$ cat config.mk
export PLATFORM = sky130hd
export DESIGN_NAME = ramped_hbridge_pwm_speed
export DESIGN_NICKNAME = d
export VERILOG_FILES = /design/src/design/rhb_pkg.sv /design/src/design/rhb_state.sv /design/src/design/rhb_duty.sv /design/src/design/ramped_hbridge_pwm_speed.sv
export SDC_FILE = /design/constraint.sdc
export NUM_CORES = 1
export LEC_CHECK = 0
export ABC_AREA = 1
export BUFFER_PORTS_ARGS = -buffer_cell sky130_fd_sc_hd__buf_4
export CAP_MARGIN = 5
export CELL_PAD_IN_SITES_DETAIL_PLACEMENT = 0
export CELL_PAD_IN_SITES_GLOBAL_PLACEMENT = 2
export CORE_ASPECT_RATIO = 0.5
export CORE_UTILIZATION = 33
export DETAILED_ROUTE_END_ITERATION = 10
export GPL_ROUTABILITY_DRIVEN = 0
export PLACE_DENSITY_LB_ADDON = 0.1
export SYNTH_ARGS = -nofsm -noshare
export SYNTH_HDL_FRONTEND = slang
export SYNTH_HIERARCHICAL = 1
export SYNTH_SLANG_ARGS = --single-unit
$ cat constraint.sdc
create_clock -name clk -period 7.95 [get_ports clk]
set_input_delay 0.795 -clock clk [delete_from_list [all_inputs] [get_ports clk]]
set_output_delay 0.795 -clock clk [all_outputs]
set_load 0.02 [all_outputs]
$ cat src/design/rhb_pkg.sv
// ----------------------------------------------------------------------------
// rhb_pkg: shared types and constants for the ramped H-bridge speed block
// Request codes, register indexes, duty scaling constants and the state type.
// ----------------------------------------------------------------------------
package rhb_pkg;

	typedef enum logic [1:0] {
		REQ_TICK  = 2'd0,
		REQ_SET   = 2'd1,
		REQ_COAST = 2'd2,
		REQ_BRAKE = 2'd3
	} req_t;

	localparam int unsigned CFG_IDX_W = 2;

	typedef enum logic [CFG_IDX_W-1:0] {
		CFG_RAMP_INTERVAL = 2'd0,
		CFG_INVERT_DIR    = 2'd1
	} cfg_idx_t;

	localparam int unsigned CFG_DATA_W = 16;
	localparam logic [15:0] RAMP_INTERVAL_RST = 16'd2;

	localparam logic signed [7:0]  SPEED_MAX8  = 8'sd100;
	localparam logic signed [15:0] SPEED_MAX16 = 16'sd100;
	localparam logic signed [15:0] SPEED_MIN16 = -16'sd100;

	// Full-scale duty and the reciprocal that replaces the divide by 100.
	// DUTY_K is rounded up so the 16-bit shift truncates exactly for |speed| <= 128.
	localparam longint unsigned DUTY_MAX = 255;
	localparam longint unsigned DUTY_K   = (DUTY_MAX * 65536 + 99) / 100;
	localparam int unsigned     DUTY_KW  = $clog2(DUTY_K + 1);
	localparam int unsigned     DUTY_FRAC = 16;
	localparam int unsigned     PROD_W   = DUTY_KW + 24;
	localparam logic [7:0]      DUTY_BRAKE = (DUTY_MAX > 255) ? 8'hFF : 8'(DUTY_MAX);

	typedef struct packed {
		logic signed [7:0] goal;
		logic signed [7:0] ramped;
		logic [15:0]       elapsed;
		logic              brake;
	} state_t;

	typedef struct packed {
		logic                 we;
		logic [CFG_IDX_W-1:0] index;
		logic [CFG_DATA_W-1:0] data;
	} cfg_wr_t;

endpackage

$ cat src/design/rhb_state.sv
// ----------------------------------------------------------------------------
// rhb_state: speed ramp state and configuration registers
// Holds goal speed, ramped speed, the elapsed counter and the brake flag, and
// computes the state that follows one request.
// ----------------------------------------------------------------------------
module rhb_state (
	input  logic                    clk,
	input  logic                    arst_n,
	input  logic                    step,
	input  logic [1:0]              req_type,
	input  logic signed [15:0]      speed_value,
	input  rhb_pkg::cfg_wr_t        cfg,
	output rhb_pkg::state_t         state_nxt,
	output logic                    invert_dir
);

	rhb_pkg::state_t   state_q;
	logic [15:0]       ramp_interval_q;
	logic              invert_q;
	logic [15:0]       elapsed_inc;
	logic signed [7:0] goal_clamped;

	always_comb begin
		if (state_q.elapsed != 16'hFFFF)
			elapsed_inc = state_q.elapsed + 16'd1;
		else
			elapsed_inc = state_q.elapsed;

		if (speed_value < rhb_pkg::SPEED_MIN16)
			goal_clamped = -rhb_pkg::SPEED_MAX8;
		else if (speed_value > rhb_pkg::SPEED_MAX16)
			goal_clamped = rhb_pkg::SPEED_MAX8;
		else
			goal_clamped = speed_value[7:0];
	end

	always_comb begin
		state_nxt = state_q;
		unique case (rhb_pkg::req_t'(req_type))
			rhb_pkg::REQ_TICK: begin
				state_nxt.elapsed = elapsed_inc;
				// A step clears the counter and releases any held brake.
				if (state_q.ramped != state_q.goal && elapsed_inc >= ramp_interval_q) begin
					state_nxt.elapsed = '0;
					state_nxt.brake   = 1'b0;
					if (state_q.ramped < state_q.goal)
						state_nxt.ramped = state_q.ramped + 8'sd1;
					else
						state_nxt.ramped = state_q.ramped - 8'sd1;
				end
			end
			rhb_pkg::REQ_SET: begin
				state_nxt.goal = goal_clamped;
			end
			rhb_pkg::REQ_COAST: begin
				state_nxt.goal   = '0;
				state_nxt.ramped = '0;
				state_nxt.brake  = 1'b0;
			end
			rhb_pkg::REQ_BRAKE: begin
				state_nxt.goal   = '0;
				state_nxt.ramped = '0;
				state_nxt.brake  = 1'b1;
			end
			default: state_nxt = state_q;
		endcase
	end

	always_ff @(posedge clk or negedge arst_n) begin
		if (!arst_n) begin
			state_q         <= '0;
			ramp_interval_q <= rhb_pkg::RAMP_INTERVAL_RST;
			invert_q        <= 1'b0;
		end else if (cfg.we) begin
			case (rhb_pkg::cfg_idx_t'(cfg.index))
				rhb_pkg::CFG_RAMP_INTERVAL: ramp_interval_q <= cfg.data;
				rhb_pkg::CFG_INVERT_DIR: begin
					invert_q      <= cfg.data[0];
					state_q.brake <= 1'b0;
				end
				default: ;
			endcase
		end else if (step) begin
			state_q <= state_nxt;
		end
	end

	assign invert_dir = invert_q;

endmodule

$ cat src/design/rhb_duty.sv
// ----------------------------------------------------------------------------
// rhb_duty: bridge duty mapping
// Scales the signed speed to a duty on one bridge side, or full on both while
// the brake is held.
// ----------------------------------------------------------------------------
module rhb_duty (
	input  logic signed [7:0] ramped,
	input  logic              brake,
	input  logic              invert_dir,
	output logic [7:0]        duty_a,
	output logic [7:0]        duty_b
);

	logic signed [7:0]           eff;
	logic [7:0]                  mag;
	logic [rhb_pkg::PROD_W-1:0]  prod;
	logic [rhb_pkg::PROD_W-rhb_pkg::DUTY_FRAC-1:0] scaled;
	logic [7:0]                  duty;

	always_comb begin
		eff    = invert_dir ? -ramped : ramped;
		mag    = eff[7] ? 8'(-eff) : 8'(eff);
		// Multiply by the fixed-point reciprocal of 100 instead of dividing.
		prod   = rhb_pkg::PROD_W'(mag) * rhb_pkg::PROD_W'(rhb_pkg::DUTY_K);
		scaled = prod[rhb_pkg::PROD_W-1:rhb_pkg::DUTY_FRAC];
		duty   = (scaled > 255) ? 8'hFF : scaled[7:0];

		if (brake) begin
			duty_a = rhb_pkg::DUTY_BRAKE;
			duty_b = rhb_pkg::DUTY_BRAKE;
		end else if (!eff[7]) begin
			duty_a = duty;
			duty_b = 8'd0;
		end else begin
			duty_a = 8'd0;
			duty_b = duty;
		end
	end

endmodule

$ cat src/design/ramped_hbridge_pwm_speed.sv
// ----------------------------------------------------------------------------
// ramped_hbridge_pwm_speed: ramped H-bridge PWM speed controller
// Turns tick, target, coast and brake requests into bridge duties.
// ----------------------------------------------------------------------------
// Usage:
// Each input transfer carries one request (req_type, speed_value) and yields
// exactly one output transfer with duty_a, duty_b, present_speed and braking.
// A request is registered on acceptance; when it advances, the speed state
// is updated and the result is registered, and out_valid rises. One request
// is taken per cycle while no stall holds it: the throughput is one item
// per clock, set by the single state update path between the two registers.
// When out_stall is high with a result waiting, the input register holds its
// item and in_stall rises; nothing is dropped and the pipeline resumes at
// full rate once the stall clears.
// Configuration is written through cfg_we, cfg_index and cfg_data while no
// request is in flight. Writes to unlisted indexes are ignored.
// Reset clears the speeds, the elapsed counter and the brake, sets the ramp
// interval to 2 tick requests and clears the direction inversion; no clearing pass.
// ----------------------------------------------------------------------------
module ramped_hbridge_pwm_speed (
	input  logic                          clk,
	input  logic                          arst_n,
	input  logic                          in_valid,
	output logic                          in_stall,
	input  logic [1:0]                    req_type,
	input  logic signed [15:0]            speed_value,
	output logic                          out_valid,
	input  logic                          out_stall,
	output logic [7:0]                    duty_a,
	output logic [7:0]                    duty_b,
	output logic signed [7:0]             present_speed,
	output logic                          braking,
	input  logic                          cfg_we,
	input  logic [rhb_pkg::CFG_IDX_W-1:0] cfg_index,
	input  logic [rhb_pkg::CFG_DATA_W-1:0] cfg_data
);

	logic               valid_s1;
	logic [1:0]         req_type_s1;
	logic signed [15:0] speed_value_s1;
	logic               advance;
	logic               in_xfer;
	logic               out_valid_q;
	logic [7:0]         duty_a_q;
	logic [7:0]         duty_b_q;
	logic signed [7:0]  speed_q;
	logic               braking_q;
	rhb_pkg::cfg_wr_t   cfg;
	rhb_pkg::state_t    state_nxt;
	logic               invert_dir;
	logic [7:0]         duty_a_nxt;
	logic [7:0]         duty_b_nxt;

	assign cfg.we    = cfg_we;
	assign cfg.index = cfg_index;
	assign cfg.data  = cfg_data;

	// The registered item moves on whenever the result register is free or drains.
	assign advance  = valid_s1 && (!out_valid_q || !out_stall);
	assign in_stall = valid_s1 && !advance;
	assign in_xfer  = in_valid && !in_stall;

	always_ff @(posedge clk or negedge arst_n) begin
		if (!arst_n)
			valid_s1 <= 1'b0;
		else if (in_xfer)
			valid_s1 <= 1'b1;
		else if (advance)
			valid_s1 <= 1'b0;
	end

	always_ff @(posedge clk) begin
		if (in_xfer) begin
			req_type_s1    <= req_type;
			speed_value_s1 <= speed_value;
		end
	end

	rhb_state u_state (
		.clk         (clk),
		.arst_n      (arst_n),
		.step        (advance),
		.req_type    (req_type_s1),
		.speed_value (speed_value_s1),
		.cfg         (cfg),
		.state_nxt   (state_nxt),
		.invert_dir  (invert_dir)
	);

	rhb_duty u_duty (
		.ramped     (state_nxt.ramped),
		.brake      (state_nxt.brake),
		.invert_dir (invert_dir),
		.duty_a     (duty_a_nxt),
		.duty_b     (duty_b_nxt)
	);

	always_ff @(posedge clk or negedge arst_n) begin
		if (!arst_n)
			out_valid_q <= 1'b0;
		else if (advance)
			out_valid_q <= 1'b1;
		else if (!out_stall)
			out_valid_q <= 1'b0;
	end

	always_ff @(posedge clk) begin
		if (advance) begin
			duty_a_q  <= duty_a_nxt;
			duty_b_q  <= duty_b_nxt;
			speed_q   <= state_nxt.ramped;
			braking_q <= state_nxt.brake;
		end
	end

	assign out_valid     = out_valid_q;
	assign duty_a        = duty_a_q;
	assign duty_b        = duty_b_q;
	assign present_speed = speed_q;
	assign braking       = braking_q;

`ifndef ASSERT_OFF
	a_stall_needs_item: assert property (@(posedge clk) disable iff (!arst_n)
		in_stall |-> (valid_s1 && out_valid_q && out_stall))
		else $error("input stalled without a blocked item");

	a_advance_gives_result: assert property (@(posedge clk) disable iff (!arst_n)
		advance |=> out_valid)
		else $error("advanced item did not produce a result");

	a_speed_range: assert property (@(posedge clk) disable iff (!arst_n)
		out_valid |-> (present_speed >= -8'sd100 && present_speed <= 8'sd100))
		else $error("present speed out of range");

	a_brake_duties: assert property (@(posedge clk) disable iff (!arst_n)
		(out_valid && braking) |-> (duty_a == rhb_pkg::DUTY_BRAKE &&
			duty_b == rhb_pkg::DUTY_BRAKE && present_speed == 8'sd0))
		else $error("brake result without full duties");

	a_one_side_driven: assert property (@(posedge clk) disable iff (!arst_n)
		(out_valid && !braking) |-> (duty_a == 8'd0 || duty_b == 8'd0))
		else $error("both bridge sides driven outside a brake");
`endif

endmodule
Word-level counts from Yosys, hierarchy flattened
Index checks and enable logic that the tools add are counted.

operators by class
  add/sub/neg operators = 5
  multipliers = 1
  order comparisons = 5
  eq/ne operators = 8
  multiplexer cells = 20
  bitwise operators = 1
  reduce and logical (&&, ||, !) cells = 21

operators with widths
  cell                     count
  $mux W8                  8
  $pmux W8 S2              2
  $mul A8 B18 Y26 const B  1
  $mux W25                 1
  $add A16 B1 Y16 const B  1
  $ge A16 B16 Y1           1
  $gt A16 B8 Y1 const B    1
  $lt A16 B8 Y1 const B    1
  $mux W16                 1
  $ne A16 B16 Y1 const B   1
  $neg A8 Y8               2
  $gt A10 B8 Y1 const B    1
  $add A8 B2 Y8 const B    1
  $lt A8 B8 Y1             1
  $ne A8 B8 Y1             1
  $reduce_and A2 Y1        4
  $sub A8 B2 Y8 const B    1
  $mux W1                  7
  $reduce_and A3 Y1        2
  $reduce_bool A2 Y1       3
  $eq A2 B1 Y1 const B     2
  $eq A2 B2 Y1 const B     2
  $logic_and A1 B1 Y1      4
  $logic_not A1 Y1         4
  other kinds (6)          8

storage, ports and cells
  register bits = 95
  input port bits = 41

Depth between registers and ports, before layout
Gate-level depths: netlist of the first run.

  word-level depth = 14
  depth in mapped cells = 56
  gate-level depth less buffers = 54

Hierarchy
The synthesis of the first run kept the hierarchy.

modules (own cells, without submodules)
  module                    times used  cells each  area each (µm²)  seq. area each (µm²)
  rhb_state                 1           569         3,975.1          1,252.5
  rhb_duty                  1           411         2,781.4          0.0
  ramped_hbridge_pwm_speed  1           55          1,386.3          1,341.3

Least setup slack after synthesis of the first run
OpenSTA, ideal clock, no wires.

  path type = reg-to-reg
  start point = reg u_state/state_q[1] (netlist name)
  end point = reg duty_a_q[2], in the netlist duty_a[2] (data pin)
  setup time = 0.264 ns
  data arrival time = 7.355 ns
  required time = 7.686 ns
  slack = 0.331 ns
  cell stages (with the launch flop) = 47
  path buffers = 0
  cells stage by stage = dfrtp_1 > ha_1 > nand2_2 > nor2_2 > nand2_2 > nor2_4 > nand2_1 > xor2_1 > clkinv_1 > nor2_1 > inv_1 > ha_1 > nand2_1 > nor3_1 > nand2_1 > nand2_1 > nand3_1 > nand2_1 > [... 11 more ...] > ha_1 > fa_1 > inv_1 > fa_1 > inv_1 > fa_1 > ha_1 > a21oi_1 > o21a_1 > o21ai_0 > a31oi_1 > nand2_2 > nand2_2 > inv_2 > nor2_8 > nand3_2 > nand2_1 > nand2_1

RTL lines
  element                 line                             text
  start, declared         rhb_state.sv:17                  rhb_pkg::state_t state_q;
  start signal, assigned  rhb_state.sv:84                  state_q <= state_nxt;
  end signal, assigned    ramped_hbridge_pwm_speed.sv:109  duty_a_q <= duty_a_nxt;
  end, declared           ramped_hbridge_pwm_speed.sv:44   logic [7:0] duty_a_q;

==> metrics.yaml, run 1 <==
sta:
  finalHoldViolCount: 0
  period_share_pct: 95.18
  report.final.slew_viol_count: 0
  min_period_ns: 7.566
  fin_hold_ws_ns: 0.4671
  slew_headroom_pct: 28.00
  setup_ws_ns: 0.3836
  finClkSkew_ns: 0.01027
  fmax_ghz: 0.1322
  tightest_slew_ns: 1.077
  setup_violations: 0
clocking:
  clock_latency_ns: 0.36
  cts_max_level: 3
  cts.clk_slew.worst_paths_ns: 0.08
  root_buffer: "clkbuf_16"
  cts_num_sinks: 95
  cts_inserted_buffers: 9
  cts.path.max_buffers: 2
  cts_tree: "done"
  ctsHoldBuffers: 0
setup_path:
  cp_max_fo: 6
  cp_common_cell: "nand2_2"
  required_ns: 8.05
  endpoint_kind: "register"
  crit_arrival_ns: 7.66
  critPathLaunchType: "register"
  reg2regPathDepth: 51
  max_stage_delay_ns: 0.57
  path_class: "register to register"
  crit_path_top_delay_cell: "fa_1"
floorplan:
  die_h_um: 113.0
  die_w_um: 223.9
  row_count: 40
  design.die.area_sq_um: 25300
  io_pins: 68
  start_util_pct: 33.76
  core-area_sq_um: 24070
routing:
  wl_um: 22080
  wl_per_cell_um: 14.66
  drcViolationCount: 0
  vias_per_cell: 4.630
  ant_nets: 0
  drt_iter0_drc: 426
  drt-pass1-iter-count: 7
  vias: 6973
cells_and_area:
  diodes: 0
  layout-drive-gt1-share_pct: 27.61
  num-nets-final: 1324
  nFillCells: 2469
  syn2layout_area_growth_pct: 27.14
global_route:
  antenna_found_initial: 0
  first_global_vias: 6575
  grt_max_degree: 62
  grt_overflow_total: 0
  grt_pass1_wl_um: 34610
  grt_usage_pct: 17.58
hold_path:
  min_path_type: "input port to async pin"
logic_synthesis:
  synth_nets: 1190
  yosys_warnings: 6
  syn_area_sq_um: 8128
  avgSynthCellArea_sq_um: 7.883
  synthCells: 1031
placed_design:
  portBuffers: 67
  pre_cts_slack_ns: 0.03303
  hpwl_um: 17470
job:
  drv_cap: 0
status:
  status: "finished, final reports clean"
## critical path: cells and delay by family, from the launching register on
kind / cells / cell delay [ns]
and+or+nand+nor: 33 / 3.28
DFF: 1 / 0.37
adders and majority gates: 8 / 2.78
buffers and inverters: 7 / 0.48
AOI/OAI and AO/OA: 1 / 0.06
xor gates and xnor gates: 2 / 0.30
## flip-flops by register name (all words and copies together), names as in the netlist
register	cells
out_valid	1
duty_b	8
valid_s1	1
u_state/state_q	33
braking	1
u_state/ramp_interval_q	16
speed_value_s1	16
duty_a	8
present_speed	8
req_type_s1	2
u_state/invert_dir	1
## placed cells by master (no fill, tap or decap), types with 18 or more instances in the layout
cell and n:
nand2_1 192, buf_4 134, dfrtp_1 50, nand3_1 31, inv_1 164, nand2_2 36
edfxtp_1 43, a21oi_1 49, ha_1 82, inv_2 20, fa_1 18, o21ai_0 43
nor2_2 19, nor2_1 76, o21ai_1 26
## metal layers
| layer | global-route usage, % | part of all wire, % | vias to the layer above |
|---|---|---|---|
| met1 | 24.99 | 50 | 3244 |
| met5 | 0 | 0 | - |
| met4 | 4.018 | 1.3 | 0 |
| met3 | 2.934 | 3.1 | 16 |
| li1 | - | - | 3622 |
| met2 | 27.89 | 45 | 91 |
## worst paths after layout
check,start,end,slack (ns)
worst min register to register,u_state/ramp_interval_q[1],u_state/ramp_interval_q[1],0.49
max in group asynchronous,arst_n,u_state/state_q[13],6.93
worst max-delay path,u_state/state_q[2],duty_b[2],0.38
worst min-delay path,arst_n,u_state/state_q[32],0.47
min in group clk,u_state/ramp_interval_q[1],u_state/ramp_interval_q[1],0.49
worst max register to register,u_state/state_q[2],duty_b[2],0.38
## area by class of cell
class	count	area (sq um)	share of cell area (%)
clock buffers	9	225.2	2.179
clock inverters	7	62.56	0.6054
inverters	185	696.9	6.744
multi-input cells	736	5279	51.08
flip-flops and latches	95	2595	25.11
well taps	336	420.4	4.068
repair buffers	138	1055	10.21
## repair_timing
action	4_1_cts	5_1_grt
gates resized for setup	0	122
setup buffers	0	21
endpoints found under the setup margin	0	16
## metrics by stage
stage                     utilization (%)  setup TNS [ns]  std cells  cell area (sq um)
after detailed placement            38.96               0       1470               9378
after CTS                           40.15               0       1486               9666
after floorplan                         -               0       1031               8128
after global placement              38.96               0       1470               9378
after global routing                42.93          -1.157       1506              10330
final                               42.93               0       1506              10330
Power of run 1 is left out: the tool's default activity adds up to more than one toggle a clock period on the data nets, which glitch-free logic cannot reach.
==> run 2: changes to the inputs <==
--- a/config.mk
+++ b/config.mk
@@ -7,8 +7,8 @@
 export LEC_CHECK = 0
 export ABC_AREA = 1
 export BUFFER_PORTS_ARGS = -buffer_cell sky130_fd_sc_hd__buf_4
-export CAP_MARGIN = 5
-export CELL_PAD_IN_SITES_DETAIL_PLACEMENT = 0
+export CAP_MARGIN = 30
+export CELL_PAD_IN_SITES_DETAIL_PLACEMENT = 1
 export CELL_PAD_IN_SITES_GLOBAL_PLACEMENT = 2
 export CORE_ASPECT_RATIO = 0.5
 export CORE_UTILIZATION = 33
==> metrics.yaml, run 2 (synthesis gave the netlist of run 1 again) <==
status:
  status: "finished, final reports clean"
setup_path:
  critPathLaunchType: "register"
  critPathLaunch: "u_state/state_q[2]"
  crit-reg2reg-launch: "u_state/state_q[2]"
  max_stage_delay_ns: 0.58
  crit_family: "adder cells"
  path_class: "register to register"
  required_ns: 8.03
  crit_arrival_ns: 7.74
  path_buf_inv: 8
  cp_max_fo: 4
  crit_path_top_delay_cell: "fa_1"
  cp_common_cell: "inv_2"
  endpoint_kind: "register"
routing:
  ant_nets: 0
  vias_per_cell: 4.786
  drt-pass1-iter-count: 4
  vias: 7189
  drcViolationCount: 0
  wl_um: 23620
  drt_iter0_drc: 312
  wl_per_cell_um: 15.73
cells_and_area:
  final_cell_mix: "187 x nand2_1, 163 x inv_1, 127 x buf_4"
  nFillCells: 2882
  diodes: 0
  num-nets-final: 1320
  fin_cells: 1502
  largest_reg_flops: 33
  final_common_cell: "nand2_1"
  final_area_sq_um: 10390
  top_register: "u_state/state_q"
  syn2layout_area_growth_pct: 27.82
  reg.largest.list: "u_state/state_q x33, speed_value_s1 x16, u_state/ramp_interval_q x16"
  layout-drive-gt1-share_pct: 27.70
floorplan:
  start_util_pct: 33.76
  design.die.area_sq_um: 25300
  die_w_um: 223.9
  die_h_um: 113.0
  core-area_sq_um: 24070
  row_count: 40
  io_pins: 68
sta:
  finalHoldViolCount: 0
  tightest_slew_ns: 0.7481
  rsz0062_at_grt: "true"
  report.final.slew_viol_count: 0
  fin_hold_ws_ns: 0.4839
  setup_violations: 0
  finClkSkew_ns: 0.01206
  min_period_ns: 7.665
  fmax_ghz: 0.1305
  period_share_pct: 96.42
  fin_tns_setup_ns: 0
  slew_headroom_pct: 50.12
global_route:
  grt_max_degree: 62
  antenna_found_initial: 0
  grt_pass1_wl_um: 37760
  first_global_vias: 7315
  grt_usage_pct: 19.04
  grt_overflow_total: 0
job:
  drv_cap: 0
placed_design:
  hpwl_um: 18860
  dpl_cell_area_sq_um: 9405
  portBuffers: 67
  placed_cells: 1471
hold_path:
  min_path_type: "input port to async pin"
clocking:
  cts.path.max_buffers: 2
  cts.clk_slew.worst_paths_ns: 0.08
  cts_inserted_buffers: 9
  cts_num_sinks: 95
  root_buffer: "clkbuf_16"
  cts_max_level: 3
  clock_latency_ns: 0.37
  cts_tree: "done"
==> run 2: through the flow <==
stage               setup WS [ns]  util, %
finish                     0.2848    43.15
global route              -0.1976    43.15
CTS                       0.01351    40.49
detailed placement       -0.06744    39.07
global placement           0.1018    38.96
floorplan                  0.3307        -
==> run 2: cell type report <==
class / instances / area [sq um] / area share (%)
Clock buffer: 9 / 225.2 / 2.168
Clock inverter: 7 / 85.08 / 0.8190
Inverter: 185 / 694.4 / 6.684
Multi-Input combinational cell: 736 / 5318 / 51.19
Sequential cell: 95 / 2594 / 24.97
Tap cell: 336 / 420.4 / 4.047
Timing Repair Buffer: 134 / 1052 / 10.13
==> run 2: timing repair <==
| item | 4_1_cts | 5_1_grt |
|---|---|---|
| buffers inserted | 1 | 14 |
| hold buffers | 0 | 0 |
| endpoints found under the hold margin | 0 | 0 |
| endpoints found under the setup margin | 16 | 16 |
| gates resized for setup | 6 | 132 |
| pin swaps | 3 | 56 |
==> run 2: path summary, 6_finish.rpt <==
path	endpoint	slack, ns	cells after the start
worst min register to register	u_state/ramp_interval_q[1]	0.51	2
worst max-delay path	duty_a[6]	0.28	43
worst max register to register	duty_a[6]	0.28	43
min in group clk	u_state/ramp_interval_q[1]	0.51	2
worst min-delay path	u_state/state_q[24]	0.48	1
max in group asynchronous	u_state/ramp_interval_q[9]	6.96	1
==> run 2: layer usage <==
metal / part of all wire [%] / track usage, % / vias to the layer above
met4: 1.6 / 4.612 / 0
li1: - / - / 3615
met1: 49 / 26.33 / 3485
met2: 47 / 31.24 / 66
met5: 0 / 0 / -
met3: 2.6 / 2.882 / 23
==> run 2: worst reg2reg max path: cells and delay by family (launching register included) <==
kind / cells / cell delay, ns
fa+ha+maj: 8 / 2.73
simple gates: 16 / 1.71
compound gates: 8 / 1.21
buf+inv: 8 / 0.79
xor+xnor: 3 / 0.57
flops: 1 / 0.38
Power of run 2 is left out for the same reason.
==> run 3: changes to the inputs <==
--- a/config.mk
+++ b/config.mk
@@ -10,7 +10,6 @@
 export CAP_MARGIN = 30
 export CELL_PAD_IN_SITES_DETAIL_PLACEMENT = 1
 export CELL_PAD_IN_SITES_GLOBAL_PLACEMENT = 2
-export CORE_ASPECT_RATIO = 0.5
 export CORE_UTILIZATION = 33
 export DETAILED_ROUTE_END_ITERATION = 10
 export GPL_ROUTABILITY_DRIVEN = 0
==> metrics.yaml, run 3 (synthesis gave the netlist of run 1 again) <==
setup_path:
  critPathLaunchType: "register"
  path_class: "register to register"
  endpoint_kind: "register"
  crit_arrival_ns: 7.73
  max_stage_delay_ns: 0.59
  r2r_setup_slack_ns: 0.31
  crit_path_top_delay_cell: "fa_1"
  cp_max_fo: 6
  cp_common_cell: "nand2_1"
  required_ns: 8.04
global_route:
  grt_overflow_total: 0
  grt_pass1_wl_um: 37540
  first_global_vias: 7246
  grt_max_degree: 62
  grt_usage_pct: 18.66
  antenna_found_initial: 0
sta:
  setup_violations: 0
  rsz0062_at_grt: "true"
  min_period_ns: 7.644
  fmax_ghz: 0.1308
  report.final.slew_viol_count: 0
  finClkSkew_ns: 0.01634
  period_share_pct: 96.15
  finalHoldViolCount: 0
  slew_headroom_pct: 51.34
  tightest_slew_ns: 0.7299
  fin_tns_setup_ns: 0
  fin_hold_ws_ns: 0.4943
clocking:
  cts_num_sinks: 95
  cts_tree: "done"
  root_buffer: "clkbuf_16"
  cts.clk_slew.worst_paths_ns: 0.08
  cts.path.max_buffers: 2
  ctsHoldBuffers: 0
  clock_latency_ns: 0.36
  cts_max_level: 3
  cts_inserted_buffers: 9
cells_and_area:
  largest_reg_flops: 33
  final_cell_mix: "183 x nand2_1, 163 x inv_1, 122 x buf_4"
  fin_cells: 1485
  diodes: 0
  top_register: "u_state/state_q"
  reg.largest.list: "u_state/state_q x33, speed_value_s1 x16, u_state/ramp_interval_q x16"
  final_common_cell: "nand2_1"
  syn2layout_area_growth_pct: 28.63
  num-nets-final: 1315
  layout-drive-gt1-share_pct: 29.03
  nFillCells: 2850
routing:
  wl_met2_um: 10620
  wl_met3_um: 651
  wl_um: 23130
  drt-pass1-iter-count: 4
  wl_per_cell_um: 15.57
  top_layer: "met4"
  ant_nets: 0
  vias: 7049
  vias_per_cell: 4.747
  drt_iter0_drc: 234
  drcViolationCount: 0
  wl_met1_um: 11680
floorplan:
  die_w_um: 158.9
  design.die.area_sq_um: 25260
  start_util_pct: 33.52
  core-area_sq_um: 24250
  die_h_um: 158.9
  io_pins: 68
  row_count: 57
hold_path:
  min_path_type: "input port to async pin"
placed_design:
  hpwl_um: 18690
  placed_cells: 1447
  portBuffers: 67
job:
  drv_cap: 0
status:
  status: "finished, final reports clean"
## run 3: cell count changes in the layout (fill, tap and decap cells not counted), sizes merged
cell and delta:
buf -5, clkbuf +2, clkinvlp +1, inv -3
## run 3: metrics by stage
| stage | util, % | worst slack (ns) | area (sq um) |
|---|---|---|---|
| 6_report | 43.12 | 0.3060 | 10460 |
| 3_3_place_gp | 38.24 | 0.08057 | 9273 |
| 4_1_cts | 39.76 | 0.005787 | 9641 |
| 3_5_place_dp | 38.35 | -0.04369 | 9300 |
| 5_1_grt | 43.12 | -0.1508 | 10460 |
| 2_1_floorplan | - | 0.3307 | 8128 |
## run 3: routing by layer
layer | GRT usage, % | up-vias
li1 | - | 3603
met1 | 26.83 | 3341
met2 | 30.28 | 94
met3 | 2.006 | 11
met4 | 3.802 | 0
met5 | 0 | -
## run 3: critical path: cells and delay by family (launching register included)
| family | cells | cell delay, ns |
|---|---|---|
| xor+xnor | 2 | 0.26 |
| buf+inv | 8 | 0.81 |
| flops | 1 | 0.43 |
| fa+ha+maj | 7 | 2.63 |
| simple gates | 28 | 2.64 |
| compound gates | 4 | 0.59 |
## run 3: cell type report
| class | instances | area (sq um) | share of cell area [%] |
|---|---|---|---|
| Clock inverter | 5 | 63.81 | 0.6103 |
| Timing Repair Buffer | 129 | 1011 | 9.670 |
| Clock buffer | 11 | 242.7 | 2.322 |
| Tap cell | 324 | 405.4 | 3.877 |
| Sequential cell | 95 | 2594 | 24.81 |
| Inverter | 185 | 694.4 | 6.642 |
| Multi-Input combinational cell | 736 | 5444 | 52.07 |
## run 3: final timing paths
kind / start / to / cells after the start
max in group asynchronous: arst_n / u_state/state_q[19] / 1
min reg2reg: u_state/ramp_interval_q[1] / u_state/ramp_interval_q[1] / 2
min in group clk: u_state/ramp_interval_q[1] / u_state/ramp_interval_q[1] / 2
max: u_state/state_q[2] / duty_b[2] / 49
min: arst_n / u_state/ramp_interval_q[6] / 1
max reg2reg: u_state/state_q[2] / duty_b[2] / 49
## run 3: repair_timing
action                     CTS  global route
pin swaps                    1            74
buffers inserted             2            20
hold endpoints to repair     0             0
setup endpoints to repair   16            16
resized for setup            9           163
Power of run 3 is left out for the same reason.
